### src/assert_macros.svh
// Assertion helpers used by itf_emit.
`ifndef ASSERT_MACROS_SVH
`define ASSERT_MACROS_SVH

// Same-cycle implication, checked outside reset.
`define ASSERT_IMPLY(label, ante, cons) \
    label: assert property (@(posedge aclk) disable iff (!aresetn) (ante) |-> (cons)) \
        else $error("assertion failed");

// Next-cycle implication, checked outside reset.
`define ASSERT_NEXT(label, ante, cons) \
    label: assert property (@(posedge aclk) disable iff (!aresetn) (ante) |=> (cons)) \
        else $error("assertion failed");

`endif

### src/itf_pkg.sv
//------------------------------------------------------------------------------
// itf_pkg
// Types and constants of the integer-to-text formatter.
//------------------------------------------------------------------------------
`timescale 1ns / 1ps
`default_nettype none

package itf_pkg;

    localparam int IN_W    = 96;
    localparam int OUT_W   = 80;
    localparam int DIGW    = 80;   // digit register: 20 BCD digits or 64/66 bits

    localparam logic [1:0] BASE_BIN = 2'd0;
    localparam logic [1:0] BASE_OCT = 2'd1;
    localparam logic [1:0] BASE_DEC = 2'd2;
    localparam logic [1:0] BASE_HEX = 2'd3;

    localparam logic [1:0] SMODE_PLUS  = 2'd1;
    localparam logic [1:0] SMODE_SPACE = 2'd2;

    localparam logic [7:0] CH_SPACE = 8'h20;
    localparam logic [7:0] CH_ZERO  = 8'h30;
    localparam logic [7:0] CH_MINUS = 8'h2d;
    localparam logic [7:0] CH_PLUS  = 8'h2b;

    typedef enum logic [1:0] {SG_NONE, SG_MINUS, SG_PLUS, SG_SPACE} sign_t;

    typedef enum logic [1:0] {CV_IDLE, CV_PREP, CV_DABBLE, CV_DONE} conv_state_t;

    typedef enum logic [1:0] {EM_IDLE, EM_SCAN, EM_SIZE, EM_EMIT} emit_state_t;

    typedef struct packed {
        logic [1:0] base;
        logic [7:0] min_width;
        logic [7:0] precision;
        logic       has_precision;
        logic       alt_prefix;
        logic       left_align;
        logic       zero_pad;
        logic       upper_case;
        sign_t      sign;
    } fmt_t;

    typedef struct packed {
        logic [DIGW-1:0] digits;
        logic [6:0]      slots;
        fmt_t            fmt;
    } xfer_t;

endpackage

`default_nettype wire

### src/itf_conv.sv
//------------------------------------------------------------------------------
// itf_conv
// Operand capture, sign handling and bit-serial binary to BCD conversion.
//------------------------------------------------------------------------------
`timescale 1ns / 1ps
`default_nettype none

module itf_conv (
    input  wire logic                   aclk,
    input  wire logic                   aresetn,
    input  wire logic                   s_tvalid,
    output logic                        s_tready,
    input  wire logic [itf_pkg::IN_W-1:0] s_tdata,
    output logic                        x_valid,
    input  wire logic                   x_ready,
    output itf_pkg::xfer_t              x_data
);
    import itf_pkg::*;

    conv_state_t      state_reg, state_next;
    logic [IN_W-1:0]  in_reg;
    logic [63:0]      src_reg, src_next;
    logic [DIGW-1:0]  bcd_reg, bcd_next;
    logic [5:0]       cnt_reg, cnt_next;
    sign_t            sign_reg, sign_next;

    logic [63:0] val, mask, mag;
    logic        top;
    logic [DIGW-1:0] adj;

    always_comb begin
        case (state_reg)
            CV_IDLE:   state_next = s_tvalid ? CV_PREP : CV_IDLE;
            CV_PREP:   state_next = (in_reg[68:67] == BASE_DEC) ? CV_DABBLE : CV_DONE;
            CV_DABBLE: state_next = (cnt_reg == 6'd63) ? CV_DONE : CV_DABBLE;
            CV_DONE:   state_next = x_ready ? CV_IDLE : CV_DONE;
            default:   state_next = CV_IDLE;
        endcase
    end

    always_comb begin
        val = in_reg[63:0];
        case (in_reg[65:64])
            2'd0:    begin mask = 64'hff;               top = val[7];  end
            2'd1:    begin mask = 64'hffff;             top = val[15]; end
            2'd2:    begin mask = 64'hffff_ffff;        top = val[31]; end
            default: begin mask = 64'hffff_ffff_ffff_ffff; top = val[63]; end
        endcase
        mag = val & mask;
        if (in_reg[66] && top) begin
            mag = ((~val) + 64'd1) & mask;
        end
        for (int i = 0; i < DIGW / 4; i++) begin
            adj[i*4 +: 4] = (bcd_reg[i*4 +: 4] >= 4'd5) ? bcd_reg[i*4 +: 4] + 4'd3
                                                        : bcd_reg[i*4 +: 4];
        end
        src_next  = src_reg;
        bcd_next  = bcd_reg;
        cnt_next  = cnt_reg;
        sign_next = sign_reg;
        case (state_reg)
            CV_PREP: begin
                src_next = mag;
                bcd_next = '0;
                cnt_next = '0;
                if (!in_reg[66]) sign_next = SG_NONE;
                else if (top) sign_next = SG_MINUS;
                else if (in_reg[89:88] == SMODE_PLUS) sign_next = SG_PLUS;
                else if (in_reg[89:88] == SMODE_SPACE) sign_next = SG_SPACE;
                else sign_next = SG_NONE;
            end
            CV_DABBLE: begin
                bcd_next = {adj[DIGW-2:0], src_reg[63]};
                src_next = {src_reg[62:0], 1'b0};
                cnt_next = cnt_reg + 6'd1;
            end
            default: ;
        endcase
    end

    always_ff @(posedge aclk) begin
        if (!aresetn) begin
            state_reg <= CV_IDLE;
        end else begin
            state_reg <= state_next;
        end
        if (state_reg == CV_IDLE && s_tvalid) in_reg <= s_tdata;
        src_reg  <= src_next;
        bcd_reg  <= bcd_next;
        cnt_reg  <= cnt_next;
        sign_reg <= sign_next;
    end

    assign s_tready = (state_reg == CV_IDLE);
    assign x_valid  = (state_reg == CV_DONE);

    always_comb begin
        x_data.fmt.base          = in_reg[68:67];
        x_data.fmt.min_width     = in_reg[76:69];
        x_data.fmt.precision     = in_reg[84:77];
        x_data.fmt.has_precision = in_reg[85];
        x_data.fmt.alt_prefix    = in_reg[86];
        x_data.fmt.left_align    = in_reg[87];
        x_data.fmt.zero_pad      = in_reg[90];
        x_data.fmt.upper_case    = in_reg[91];
        x_data.fmt.sign          = sign_reg;
        case (in_reg[68:67])
            BASE_BIN: begin x_data.digits = {src_reg, 16'd0};       x_data.slots = 7'd64; end
            BASE_OCT: begin x_data.digits = {2'd0, src_reg, 14'd0}; x_data.slots = 7'd22; end
            BASE_DEC: begin x_data.digits = bcd_reg;                x_data.slots = 7'd20; end
            default:  begin x_data.digits = {src_reg, 16'd0};       x_data.slots = 7'd16; end
        endcase
    end

endmodule

`default_nettype wire

### src/itf_emit.sv
//------------------------------------------------------------------------------
// itf_emit
// Leading-zero scan, field sizing; one char per cycle out, except flushes.
//------------------------------------------------------------------------------
`timescale 1ns / 1ps
`default_nettype none

`include "assert_macros.svh"

module itf_emit #(
    parameter int MAX_FIELD_WIDTH  = 255,
    parameter int ZERO_FIELD_LIMIT = 80,
    parameter int CHARS_PER_RESULT = 8
) (
    input  wire logic                    aclk,
    input  wire logic                    aresetn,
    input  wire logic                    x_valid,
    output logic                         x_ready,
    input  wire itf_pkg::xfer_t          x_data,
    output logic                         m_tvalid,
    input  wire logic                    m_tready,
    output logic [itf_pkg::OUT_W-1:0]    m_tdata,
    output logic                         m_tlast
);
    import itf_pkg::*;

    emit_state_t     state_reg, state_next;
    fmt_t            fmt_reg, fmt_next;
    logic [DIGW-1:0] dig_reg, dig_next;
    logic [6:0]      slots_reg, slots_next;
    logic [7:0]      lead_reg, lead_next;
    logic            sgn_reg, sgn_next;
    logic [1:0]      pfx_len_reg, pfx_len_next;
    logic [1:0]      pfx_reg, pfx_next;
    logic [7:0]      pad_reg, pad_next;
    logic [7:0]      remain_reg, remain_next;
    logic [7:0]      total_reg, total_next;
    logic [63:0]     chunk_reg, chunk_next;
    logic [3:0]      cnt_reg, cnt_next;
    logic            m_valid_reg, m_valid_next;
    logic [OUT_W-1:0] m_data_reg, m_data_next;
    logic            m_last_reg, m_last_next;

    logic [3:0]      dtop;
    logic [DIGW-1:0] dshift;
    logic [7:0]      dch, ch, wcap;
    logic [1:0]      plen;
    logic [9:0]      core, padw, cap, pad, size, spaces;
    logic            flush, slot_free;

    always_comb begin
        case (fmt_reg.base)
            BASE_BIN: begin dtop = {3'd0, dig_reg[DIGW-1]};   dshift = dig_reg << 1; end
            BASE_OCT: begin dtop = {1'b0, dig_reg[DIGW-1 -: 3]}; dshift = dig_reg << 3; end
            default:  begin dtop = dig_reg[DIGW-1 -: 4];      dshift = dig_reg << 4; end
        endcase
        if (dtop < 4'd10) dch = CH_ZERO + {4'd0, dtop};
        else dch = (fmt_reg.upper_case ? 8'h41 : 8'h61) + {4'd0, dtop} - 8'd10;
    end

    // field sizing
    always_comb begin
        wcap = (fmt_reg.min_width > 8'(MAX_FIELD_WIDTH)) ? 8'(MAX_FIELD_WIDTH)
                                                       : fmt_reg.min_width;
        if (!fmt_reg.alt_prefix) plen = 2'd0;
        else if (fmt_reg.base == BASE_OCT) plen = 2'd1;
        else if (fmt_reg.base == BASE_DEC) plen = 2'd0;
        else plen = 2'd2;
        core = {3'd0, slots_reg} + {9'd0, fmt_reg.sign != SG_NONE} + {8'd0, plen};
        if (fmt_reg.has_precision)
            padw = ({2'd0, fmt_reg.precision} > {3'd0, slots_reg})
                 ? {2'd0, fmt_reg.precision} - {3'd0, slots_reg} : 10'd0;
        else if (fmt_reg.zero_pad && !fmt_reg.left_align)
            padw = ({2'd0, wcap} > core) ? {2'd0, wcap} - core : 10'd0;
        else
            padw = 10'd0;
        cap    = 10'(ZERO_FIELD_LIMIT) - core;
        pad    = (padw > cap) ? cap : padw;
        size   = core + pad;
        spaces = ({2'd0, wcap} > size) ? {2'd0, wcap} - size : 10'd0;
    end

    always_comb begin
        slot_free = !m_valid_reg || m_tready;
        flush = (cnt_reg == 4'(CHARS_PER_RESULT)) || (remain_reg == 8'd0 && cnt_reg != 4'd0);
    end

    always_comb begin
        case (state_reg)
            EM_IDLE: state_next = x_valid ? EM_SCAN : EM_IDLE;
            EM_SCAN: state_next = (slots_reg > 7'd1 && dtop == 4'd0) ? EM_SCAN : EM_SIZE;
            EM_SIZE: state_next = EM_EMIT;
            EM_EMIT: state_next = (remain_reg == 8'd0 && cnt_reg == 4'd0) ? EM_IDLE : EM_EMIT;
            default: state_next = EM_IDLE;
        endcase
    end

    always_comb begin
        fmt_next     = fmt_reg;
        dig_next     = dig_reg;
        slots_next   = slots_reg;
        lead_next    = lead_reg;
        sgn_next     = sgn_reg;
        pfx_len_next = pfx_len_reg;
        pfx_next     = pfx_reg;
        pad_next     = pad_reg;
        remain_next  = remain_reg;
        total_next   = total_reg;
        chunk_next   = chunk_reg;
        cnt_next     = cnt_reg;
        m_valid_next = m_valid_reg && !m_tready;
        m_data_next  = m_data_reg;
        m_last_next  = m_last_reg;
        ch           = CH_SPACE;
        case (state_reg)
            EM_IDLE: begin
                if (x_valid) begin
                    fmt_next   = x_data.fmt;
                    dig_next   = x_data.digits;
                    slots_next = x_data.slots;
                end
            end
            EM_SCAN: begin
                if (slots_reg > 7'd1 && dtop == 4'd0) begin
                    dig_next   = dshift;
                    slots_next = slots_reg - 7'd1;
                end
            end
            EM_SIZE: begin
                lead_next    = fmt_reg.left_align ? 8'd0 : spaces[7:0];
                sgn_next     = (fmt_reg.sign != SG_NONE);
                pfx_len_next = plen;
                pfx_next     = plen;
                pad_next     = pad[7:0];
                remain_next  = 8'(size + spaces);
                total_next   = 8'(size + spaces);
                chunk_next   = '0;
                cnt_next     = '0;
            end
            EM_EMIT: begin
                if (flush) begin
                    if (slot_free) begin
                        m_valid_next = 1'b1;
                        m_last_next  = (remain_reg == 8'd0);
                        m_data_next  = {4'd0, (remain_reg == 8'd0) ? total_reg : 8'd0,
                                        cnt_reg, chunk_reg};
                        chunk_next   = '0;
                        cnt_next     = '0;
                    end
                end else if (remain_reg != 8'd0) begin
                    if (lead_reg != 8'd0) begin
                        ch = CH_SPACE;
                        lead_next = lead_reg - 8'd1;
                    end else if (sgn_reg) begin
                        case (fmt_reg.sign)
                            SG_MINUS: ch = CH_MINUS;
                            SG_PLUS:  ch = CH_PLUS;
                            default:  ch = CH_SPACE;
                        endcase
                        sgn_next = 1'b0;
                    end else if (pfx_reg != 2'd0) begin
                        if (pfx_reg == pfx_len_reg) ch = CH_ZERO;
                        else if (fmt_reg.base == BASE_BIN)
                            ch = fmt_reg.upper_case ? 8'h42 : 8'h62;
                        else
                            ch = fmt_reg.upper_case ? 8'h58 : 8'h78;
                        pfx_next = pfx_reg - 2'd1;
                    end else if (pad_reg != 8'd0) begin
                        ch = CH_ZERO;
                        pad_next = pad_reg - 8'd1;
                    end else if (slots_reg != 7'd0) begin
                        ch = dch;
                        dig_next   = dshift;
                        slots_next = slots_reg - 7'd1;
                    end else begin
                        ch = CH_SPACE;
                    end
                    chunk_next[cnt_reg[2:0]*8 +: 8] = ch;
                    cnt_next    = cnt_reg + 4'd1;
                    remain_next = remain_reg - 8'd1;
                end
            end
            default: ;
        endcase
    end

    always_ff @(posedge aclk) begin
        if (!aresetn) begin
            state_reg   <= EM_IDLE;
            m_valid_reg <= 1'b0;
            remain_reg  <= '0;
            cnt_reg     <= '0;
        end else begin
            state_reg   <= state_next;
            m_valid_reg <= m_valid_next;
            remain_reg  <= remain_next;
            cnt_reg     <= cnt_next;
        end
        fmt_reg     <= fmt_next;
        dig_reg     <= dig_next;
        slots_reg   <= slots_next;
        lead_reg    <= lead_next;
        sgn_reg     <= sgn_next;
        pfx_len_reg <= pfx_len_next;
        pfx_reg     <= pfx_next;
        pad_reg     <= pad_next;
        total_reg   <= total_next;
        chunk_reg   <= chunk_next;
        m_data_reg  <= m_data_next;
        m_last_reg  <= m_last_next;
    end

    assign x_ready  = (state_reg == EM_IDLE);
    assign m_tvalid = m_valid_reg;
    assign m_tdata  = m_data_reg;
    assign m_tlast  = m_last_reg;

    `ASSERT_IMPLY(a_cnt_bound, 1'b1, cnt_reg <= 4'(CHARS_PER_RESULT))
    `ASSERT_IMPLY(a_out_nonempty, m_valid_reg, m_data_reg[67:64] != 4'd0)
    `ASSERT_NEXT(a_idle_drained, state_reg == EM_EMIT && state_next == EM_IDLE, cnt_reg == 4'd0)

endmodule

`default_nettype wire

### src/integer_to_text_formatter_unit.sv
//------------------------------------------------------------------------------
// integer_to_text_formatter_unit
// printf-style integer conversion producing text in chunks.
//------------------------------------------------------------------------------
// Input stream s_*: one transfer carries one number and its format options.
// Output stream m_*: up to CHARS_PER_RESULT characters per transfer, first
// character in the lowest byte; tlast marks the final chunk, which also
// carries the total text length.
// Each stage holds one number at a time. After acceptance the options and
// sign are latched; a decimal value then goes through the bit-serial BCD
// conversion; the result is handed off; the scan strips leading zero digit
// slots (at most 63); the field is sized; then characters are emitted in
// turn, with a pause to send each chunk.
// s_tready is high only while the capture stage is empty; the next number is
// taken while the previous one is still being emitted.
// A stalled receiver holds the output register; the serializer waits once a
// chunk (full or final) is pending, with no loss.
// Reset (aresetn low, synchronous) returns all control to idle and drops any
// number in flight.
//------------------------------------------------------------------------------
`timescale 1ns / 1ps
`default_nettype none

module integer_to_text_formatter_unit #(
    parameter int MAX_FIELD_WIDTH  = 255,
    parameter int ZERO_FIELD_LIMIT = 80,
    parameter int CHARS_PER_RESULT = 8
) (
    input  wire logic                      aclk,
    input  wire logic                      aresetn,
    input  wire logic                      s_tvalid,
    output logic                           s_tready,
    // value[63:0] operand_size[65:64] is_signed[66] base_code[68:67]
    // min_width[76:69] precision[84:77] has_precision[85] alt_prefix[86]
    // left_align[87] sign_mode[89:88] zero_pad[90] upper_case[91]
    input  wire logic [itf_pkg::IN_W-1:0]  s_tdata,
    output logic                           m_tvalid,
    input  wire logic                      m_tready,
    // chars[63:0] char_count[67:64] total_length[75:68]
    output logic [itf_pkg::OUT_W-1:0]      m_tdata,
    output logic                           m_tlast
);
    import itf_pkg::*;

    logic  x_valid, x_ready;
    xfer_t x_data;

    itf_conv u_conv (
        .aclk     (aclk),
        .aresetn  (aresetn),
        .s_tvalid (s_tvalid),
        .s_tready (s_tready),
        .s_tdata  (s_tdata),
        .x_valid  (x_valid),
        .x_ready  (x_ready),
        .x_data   (x_data)
    );

    itf_emit #(
        .MAX_FIELD_WIDTH  (MAX_FIELD_WIDTH),
        .ZERO_FIELD_LIMIT (ZERO_FIELD_LIMIT),
        .CHARS_PER_RESULT (CHARS_PER_RESULT)
    ) u_emit (
        .aclk     (aclk),
        .aresetn  (aresetn),
        .x_valid  (x_valid),
        .x_ready  (x_ready),
        .x_data   (x_data),
        .m_tvalid (m_tvalid),
        .m_tready (m_tready),
        .m_tdata  (m_tdata),
        .m_tlast  (m_tlast)
    );

endmodule

`default_nettype wire
### config.mk
export PLATFORM = sky130hd
export DESIGN_NAME = integer_to_text_formatter_unit
export DESIGN_NICKNAME = d
export VERILOG_FILES = /design/src/itf_pkg.sv /design/src/itf_conv.sv /design/src/itf_emit.sv /design/src/integer_to_text_formatter_unit.sv
export VERILOG_INCLUDE_DIRS = /design/src /design/src/src
export SDC_FILE = /design/constraint.sdc
export NUM_CORES = 1
export LEC_CHECK = 0
export ABC_AREA = 1
export BUFFER_PORTS_ARGS = -buffer_cell sky130_fd_sc_hd__buf_2
export CORE_ASPECT_RATIO = 1.2
export CORE_MARGIN = 4
export CORE_UTILIZATION = 60
export DETAILED_ROUTE_END_ITERATION = 10
export GPL_TIMING_DRIVEN = 0
export PLACE_DENSITY = 0.79
export SKIP_LAST_GASP = 1
export SLEW_MARGIN = 20
export SYNTH_ARGS = -nofsm -noshare
export SYNTH_HDL_FRONTEND = slang
export SYNTH_SLANG_ARGS = --single-unit
export TNS_END_PERCENT = 10
### constraint.sdc
create_clock -name aclk -period 20.5 [get_ports aclk]
set_clock_uncertainty 0.1 [all_clocks]
set_input_delay 1.025 -clock aclk [delete_from_list [all_inputs] [get_ports aclk]]
set_output_delay 1.025 -clock aclk [all_outputs]
set_load 0.05 [all_outputs]
# == Word level (Yosys, flattened, before mapping) ==
# Cells that the tools add are included.
# W data, S select, Z words.
# word_totals
ff_bits,543
latchBits,0
mem_bits_rw,0
rom_bits,0
out_inout_bits,83
word_cells,301
memories,0
# op_classes
addsub,40
multipliers,0
div_mod_pow,0
magnitude_cmp,27
n_eq_ne,33
shift,2
n_mux,123
n_bitwise,4
reduce_logical,40
# op_table
op,count
$mux W80,9
$pmux W80 S2,2
$pmux W87 S3,1
$mux W64,4
$pmux W64 S2,2
$pmux W80 S3,1
$mux W8,25
$pmux W64 S3,1
$and A64 B64 Y64,2
$mux W4,22
$ge A4 B3 Y1 const B,20
$add A4 B2 Y4 const B,19
$add A64 B1 Y64 const B,1
$bwmux W64,1
$not A64 Y64,1
$shift A8 B34 Y64 const A,1
$shiftx A8 B34 Y64,1
$mux W7,9
$mux W10,5
$pmux W8 S2,3
$neg A6 Y34,1
$mux W2,13
$pmux W4 S2,3
$reduce_bool A8 Y1,3
other kinds (59),119

# == Depth between registers and ports, before layout ==
# depth
word_depth,18
ltp_mapped,64

# == By module ==
# From an unflattened synthesis, not the netlist that was laid out.
# hier_totals
hier_cells,3219
hier_area_um2,30077.6
# by_module_without_submodules
module,instances,cells_each,area_each_um2
itf_emit,1,1614,15952.8
itf_conv,1,1605,14124.8

# == Worst setup path after synthesis ==
# No wires, ideal clock.
# synth_path
path_type,flip-flop to flip-flop
from,register u_emit.fmt_reg[24] (netlist bit)
to,register u_emit.remain_reg[7]
setup_ns,0.072
arrival_ns,9.207
t_required_ns,20.328
setup_slack_ns,11.122
stages_incl_launch_ff,63
synth_period_minus_slack_ns,9.378
cell_sequence,edfxtp_1 inv_1 ha_1 clkbuf_1 buf_1 nand2_1 inv_1 ha_1 inv_1 fa_1 or2_4 nor2_4 xnor2_1 ha_1 nand2_1 nor2_1 a211oi_1 a21boi_0 [... 27 more ...] nor3_1 nand2_4 inv_1 nand2_1 inv_1 ha_1 a21oi_1 nand2_1 a21oi_1 o21bai_1 nand2_1 nand2_1 a21oi_1 xnor2_1 nand4_1 nand3_1 nand2_1 a21oi_1
# synth_via
elab_cells_between_ends,20
cone_classes,add/sub: 6; order compare: 3; eq/ne: 2; mux: 9
# synth_rtl
element,line_no,text
from (decl),itf_emit.sv:28,"fmt_t fmt_reg, fmt_next;"
from (signal assigned),itf_emit.sv:199,fmt_reg <= fmt_next;
$eq A2 B1 Y1 *,itf_emit.sv:66,else if (fmt_reg.base == BASE_OCT) plen = 2'd1;
$mux W2 *,itf_emit.sv:66,
$mux W2 *,itf_emit.sv:65,if (!fmt_reg.alt_prefix) plen = 2'd0;
named net u_emit.plen[0],itf_emit.sv:47,logic [1:0] plen;
$add A10 B2 Y10 *,itf_emit.sv:69,"core = {3'd0, slots_reg} + {9'd0, fmt_reg.sign != SG_NONE} + {8'd0, plen};"
$sub A8 B10 Y10 or $gt A8 B10 Y1 (tied branches),itf_emit.sv:74,"padw = ({2'd0, wcap} > core) ? {2'd0, wcap} - core : 10'd0;"
$mux W10,itf_emit.sv:74,
$mux W10,itf_emit.sv:73,else if (fmt_reg.zero_pad && !fmt_reg.left_align)
$mux W10,itf_emit.sv:70,if (fmt_reg.has_precision)
$gt A10 B10 Y1,itf_emit.sv:78,pad = (padw > cap) ? cap : padw;
$mux W10,itf_emit.sv:78,
$add A10 B10 Y10 *,itf_emit.sv:79,size = core + pad;
$sub A8 B8 Y8 or $gt A8 B10 Y1 (tied branches),itf_emit.sv:80,"spaces = ({2'd0, wcap} > size) ? {2'd0, wcap} - size : 10'd0;"
$mux W8,itf_emit.sv:80,
$add A8 B8 Y8 *,itf_emit.sv:135,remain_next = 8'(size + spaces);
$pmux W8 S2 *,itf_emit.sv:115,case (state_reg)
to (signal assigned),itf_emit.sv:196,remain_reg <= remain_next;
to (decl),itf_emit.sv:36,"logic [7:0] remain_reg, remain_next;"
# The timed path passes the listed nets; every way through them passes the cells marked *.
# A chain may end at the register's enable or synchronous reset.

# == Worst setup path in the final report ==
# Same ends and word-level chain as after synthesis.

==> results_dict.tcl <==
set metrics [dict create \
    status "finished clean" \
    yosys_most_used_dff "edfxtp_1" \
    seqCellArea_mm2 0.0161 \
    cts_buffers 53 \
    end_kind "register" \
    clkSinkCount 543 \
    antenna_left 0 \
    place_ws_ps 8710 \
    start_kind "register" \
    hold_buffers 0 \
    min_to "u_emit.fmt_reg[12]" \
    final_cells 3890 \
    slowest_delay_ps 670 \
    synthCells 2964 \
    die_h_um 249 \
    design_area_mm2 0.0327 \
    area_delta_synth_final_pct 13.0 \
    ys_types 61 \
    drc 0 \
    ctsLongestPathBuffers 3 \
    h-tree-depth 2 \
    p_sw_w 0.000819 \
    worst_ir_drop_vdd_mv 0.0845 \
    mostFrequentLayoutCells "edfxtp_1, nand2_1, inv_1, o21ai_0, nor2_1" \
    vias 23500 \
    initialDrtViolationCount 2413 \
    largest_reg_flops 92 \
    syn_area_per_cell_um2 9.76 \
    cap_violations 0 \
    synth.ff_latch_count 543 \
    place.port_buffers 174 \
    ctsRootBufferMaster "clkbuf_16" \
    ys_seq_area_share_pct 55.8 \
    initial_core_util_pct 61.1 \
    hp-start "u_conv.in_reg[82]" \
    slowest_stage "buf_1" \
    ys_warn_count 0 \
    rsz0062_at_grt "false" \
    reg2reg_setup_slack_ps 8570 \
    syn_area_mm2 0.0289 \
    clk_latency_ps 640 \
    die-area_mm2 0.0518 \
    setup_tns_ps 0 \
    relSlewSlack_pct 36.4 \
    nFillCells 3575 \
    final_common_cell "edfxtp_1" \
    dr.pass1.iters 7 \
    hold_viol_final 0 \
    rows 87 \
    place_hpwl_um 59500 \
    place_inst 3791 \
    nNetsFinal 3450 \
    diodes 0 \
    fmax_mhz 83.8 \
    clk_pin_slew_ps 70 \
    slew_viol_final 0 \
    switching_share_pct 28.7 \
    intPower_w 0.00203 \
    powerDensity_mw_per_mm2 87.2 \
    vias_per_cell 6.05 \
    required_ps 20970 \
    fin_crit_sh_pct 58.2 \
    fin_crit_ps 11930 \
    worst-endpoint-arrival_ps 12400 \
    async_flop_share_pct 0 \
    synth-edff-count 526 \
    crit-reg2reg-capture "u_emit.remain_reg[7]" \
    multi_input_area_mm2 0.0110 \
    grt.overflow.total 0 \
    worstHoldPathCells 0 \
    combinationalPowerShare_pct 17.1 \
    cts_tree "built" \
    grt_max_degree 70 \
    seq_power_share_pct 48.7 \
    p_leak_nw 12.9 \
    routedWlPerCell_um 20.1 \
    setup_ws_ps 8570 \
    critPathTopFamily "compound AO/OA/AOI/OAI gates" \
    fp.coreArea_mm2 0.0474 \
    grt_usage_pct 29.2 \
    grt_antenna_before_repair 0 \
    worstReg2RegStart "u_emit.fmt_reg[24]" \
    tightest_slew_ps 946 \
    critPathBufInv 9 \
    hold_path.class "reg -> reg" \
    grt_pass1_vias 23400 \
    cts_resized 0 \
    critPathKind "reg -> reg" \
    finalSetupViolCount 0 \
    cp_max_fo 10 \
    power_frac_clock_pct 34.2 \
    finalCoreUtilization_pct 69.1 \
    post_cts_buffers 0 \
    critPathMostFrequentCell "nand2_1" \
    placed_cell_area_mm2 0.0310 \
    wirelength_um 78200 \
    drive_above_1_share_pct 10.2 \
    grt_pass1_wl_um 122000 \
    gp_congestion 0.965 \
    io_pins 183 \
    r2r_cells 61 \
    die_w_um 208 \
]
[layout make-up]
class | count | area share, %
inverter | 386 | 4.44
timing repair buffer | 200 | 3.71
tap | 623 | 2.38
buffer | 114 | 1.38
clock buffer | 70 | 4.28
multi-input combinational | 1925 | 33.5
clock inverter | 29 | 0.949
sequential | 543 | 49.3
[power by group through the flow]
stage	Combinational (W)	Clock, W	Sequential [W]
2_1_floorplan	0.000332	0	0.00139
3_5_place_dp	0.000476	0	0.00141
6_report	0.000487	0.000975	0.00139
4_1_cts	0.000480	0.000985	0.00139
3_3_place_gp	0.000449	0	0.00142
5_1_grt	0.000540	0.00103	0.00140
[worst max-delay path by stage]
stage,startpoint,cells after the start,end,slack [ps]
finish,u_emit.fmt_reg[24],61,u_emit.remain_reg[7],8570
global route,u_emit.fmt_reg[24],61,u_emit.remain_reg[7],7530
CTS,u_emit.fmt_reg[24],61,u_emit.remain_reg[7],8660
detailed placement,u_emit.fmt_reg[24],61,u_emit.remain_reg[7],8710
global placement,u_emit.fmt_reg[24],61,u_emit.remain_reg[7],8980
floorplan,u_emit.fmt_reg[24],62,u_emit.remain_reg[7],11120
[layer usage]
layer | share of wire, % | track usage, % | up-vias
li1 | - | - | 11000
met1 | 37 | 35.0 | 11000
met2 | 50 | 51.7 | 1239
met3 | 7.8 | 4.31 | 277
met4 | 5.4 | 13.8 | 0
met5 | 0 | 0 | -
[cell families (layout without fill, tap and decap cells)]
group,after synthesis,in the layout,synth area share (%)
and+or+nand+nor,894,894,13.0
other,1,5,0.0130
buffers and inverters,500,799,6.56
xor gates and xnor gates,80,80,2.45
adders and majority gates,127,127,5.65
AOI/OAI and AO/OA,818,818,16.5
muxes,1,1,0.0346
DFF,543,543,55.8
[cell usage after synthesis, types with 5 or more instances]
| cell type | number | area, um^2 |
|---|---|---|
| o31ai_1 | 5 | 37.5 |
| nor4_1 | 14 | 87.6 |
| a21oi_1 | 253 | 1270 |
| nor2_1 | 258 | 968 |
| o32ai_1 | 5 | 43.8 |
| a211oi_1 | 13 | 97.6 |
| a221oi_1 | 100 | 876 |
| a31oi_1 | 27 | 169 |
| clkbuf_1 | 100 | 375 |
| xor2_1 | 56 | 490 |
| nand4_1 | 19 | 119 |
| a22oi_1 | 8 | 60.1 |
| o21ai_0 | 309 | 1550 |
| or2_2 | 10 | 62.6 |
| buf_1 | 8 | 30.0 |
| nor3_1 | 46 | 230 |
| inv_2 | 7 | 26.3 |
| o21ai_1 | 8 | 40.0 |
| buf_4 | 6 | 45.0 |
| o22ai_1 | 50 | 313 |
| fa_1 | 6 | 120 |
| nand3_1 | 74 | 370 |
| xnor2_1 | 23 | 201 |
| o211ai_1 | 8 | 60.1 |
| inv_1 | 375 | 1410 |
| nand2_1 | 446 | 1670 |
| edfxtp_1 | 526 | 15800 |
| ha_1 | 121 | 1510 |
| dfxtp_1 | 17 | 340 |
| a21o_1 | 6 | 45.0 |
[metrics by stage]
| step | hold WS (ps) | total power (W) |
|---|---|---|
| 2_1_floorplan | 300 | 0.00173 |
| 3_3_place_gp | 301 | 0.00187 |
| 3_5_place_dp | 305 | 0.00189 |
| 4_1_cts | 319 | 0.00285 |
| 5_1_grt | 324 | 0.00297 |
| 6_report | 319 | 0.00285 |
Note: power is estimated with default switching activity, not from simulation.
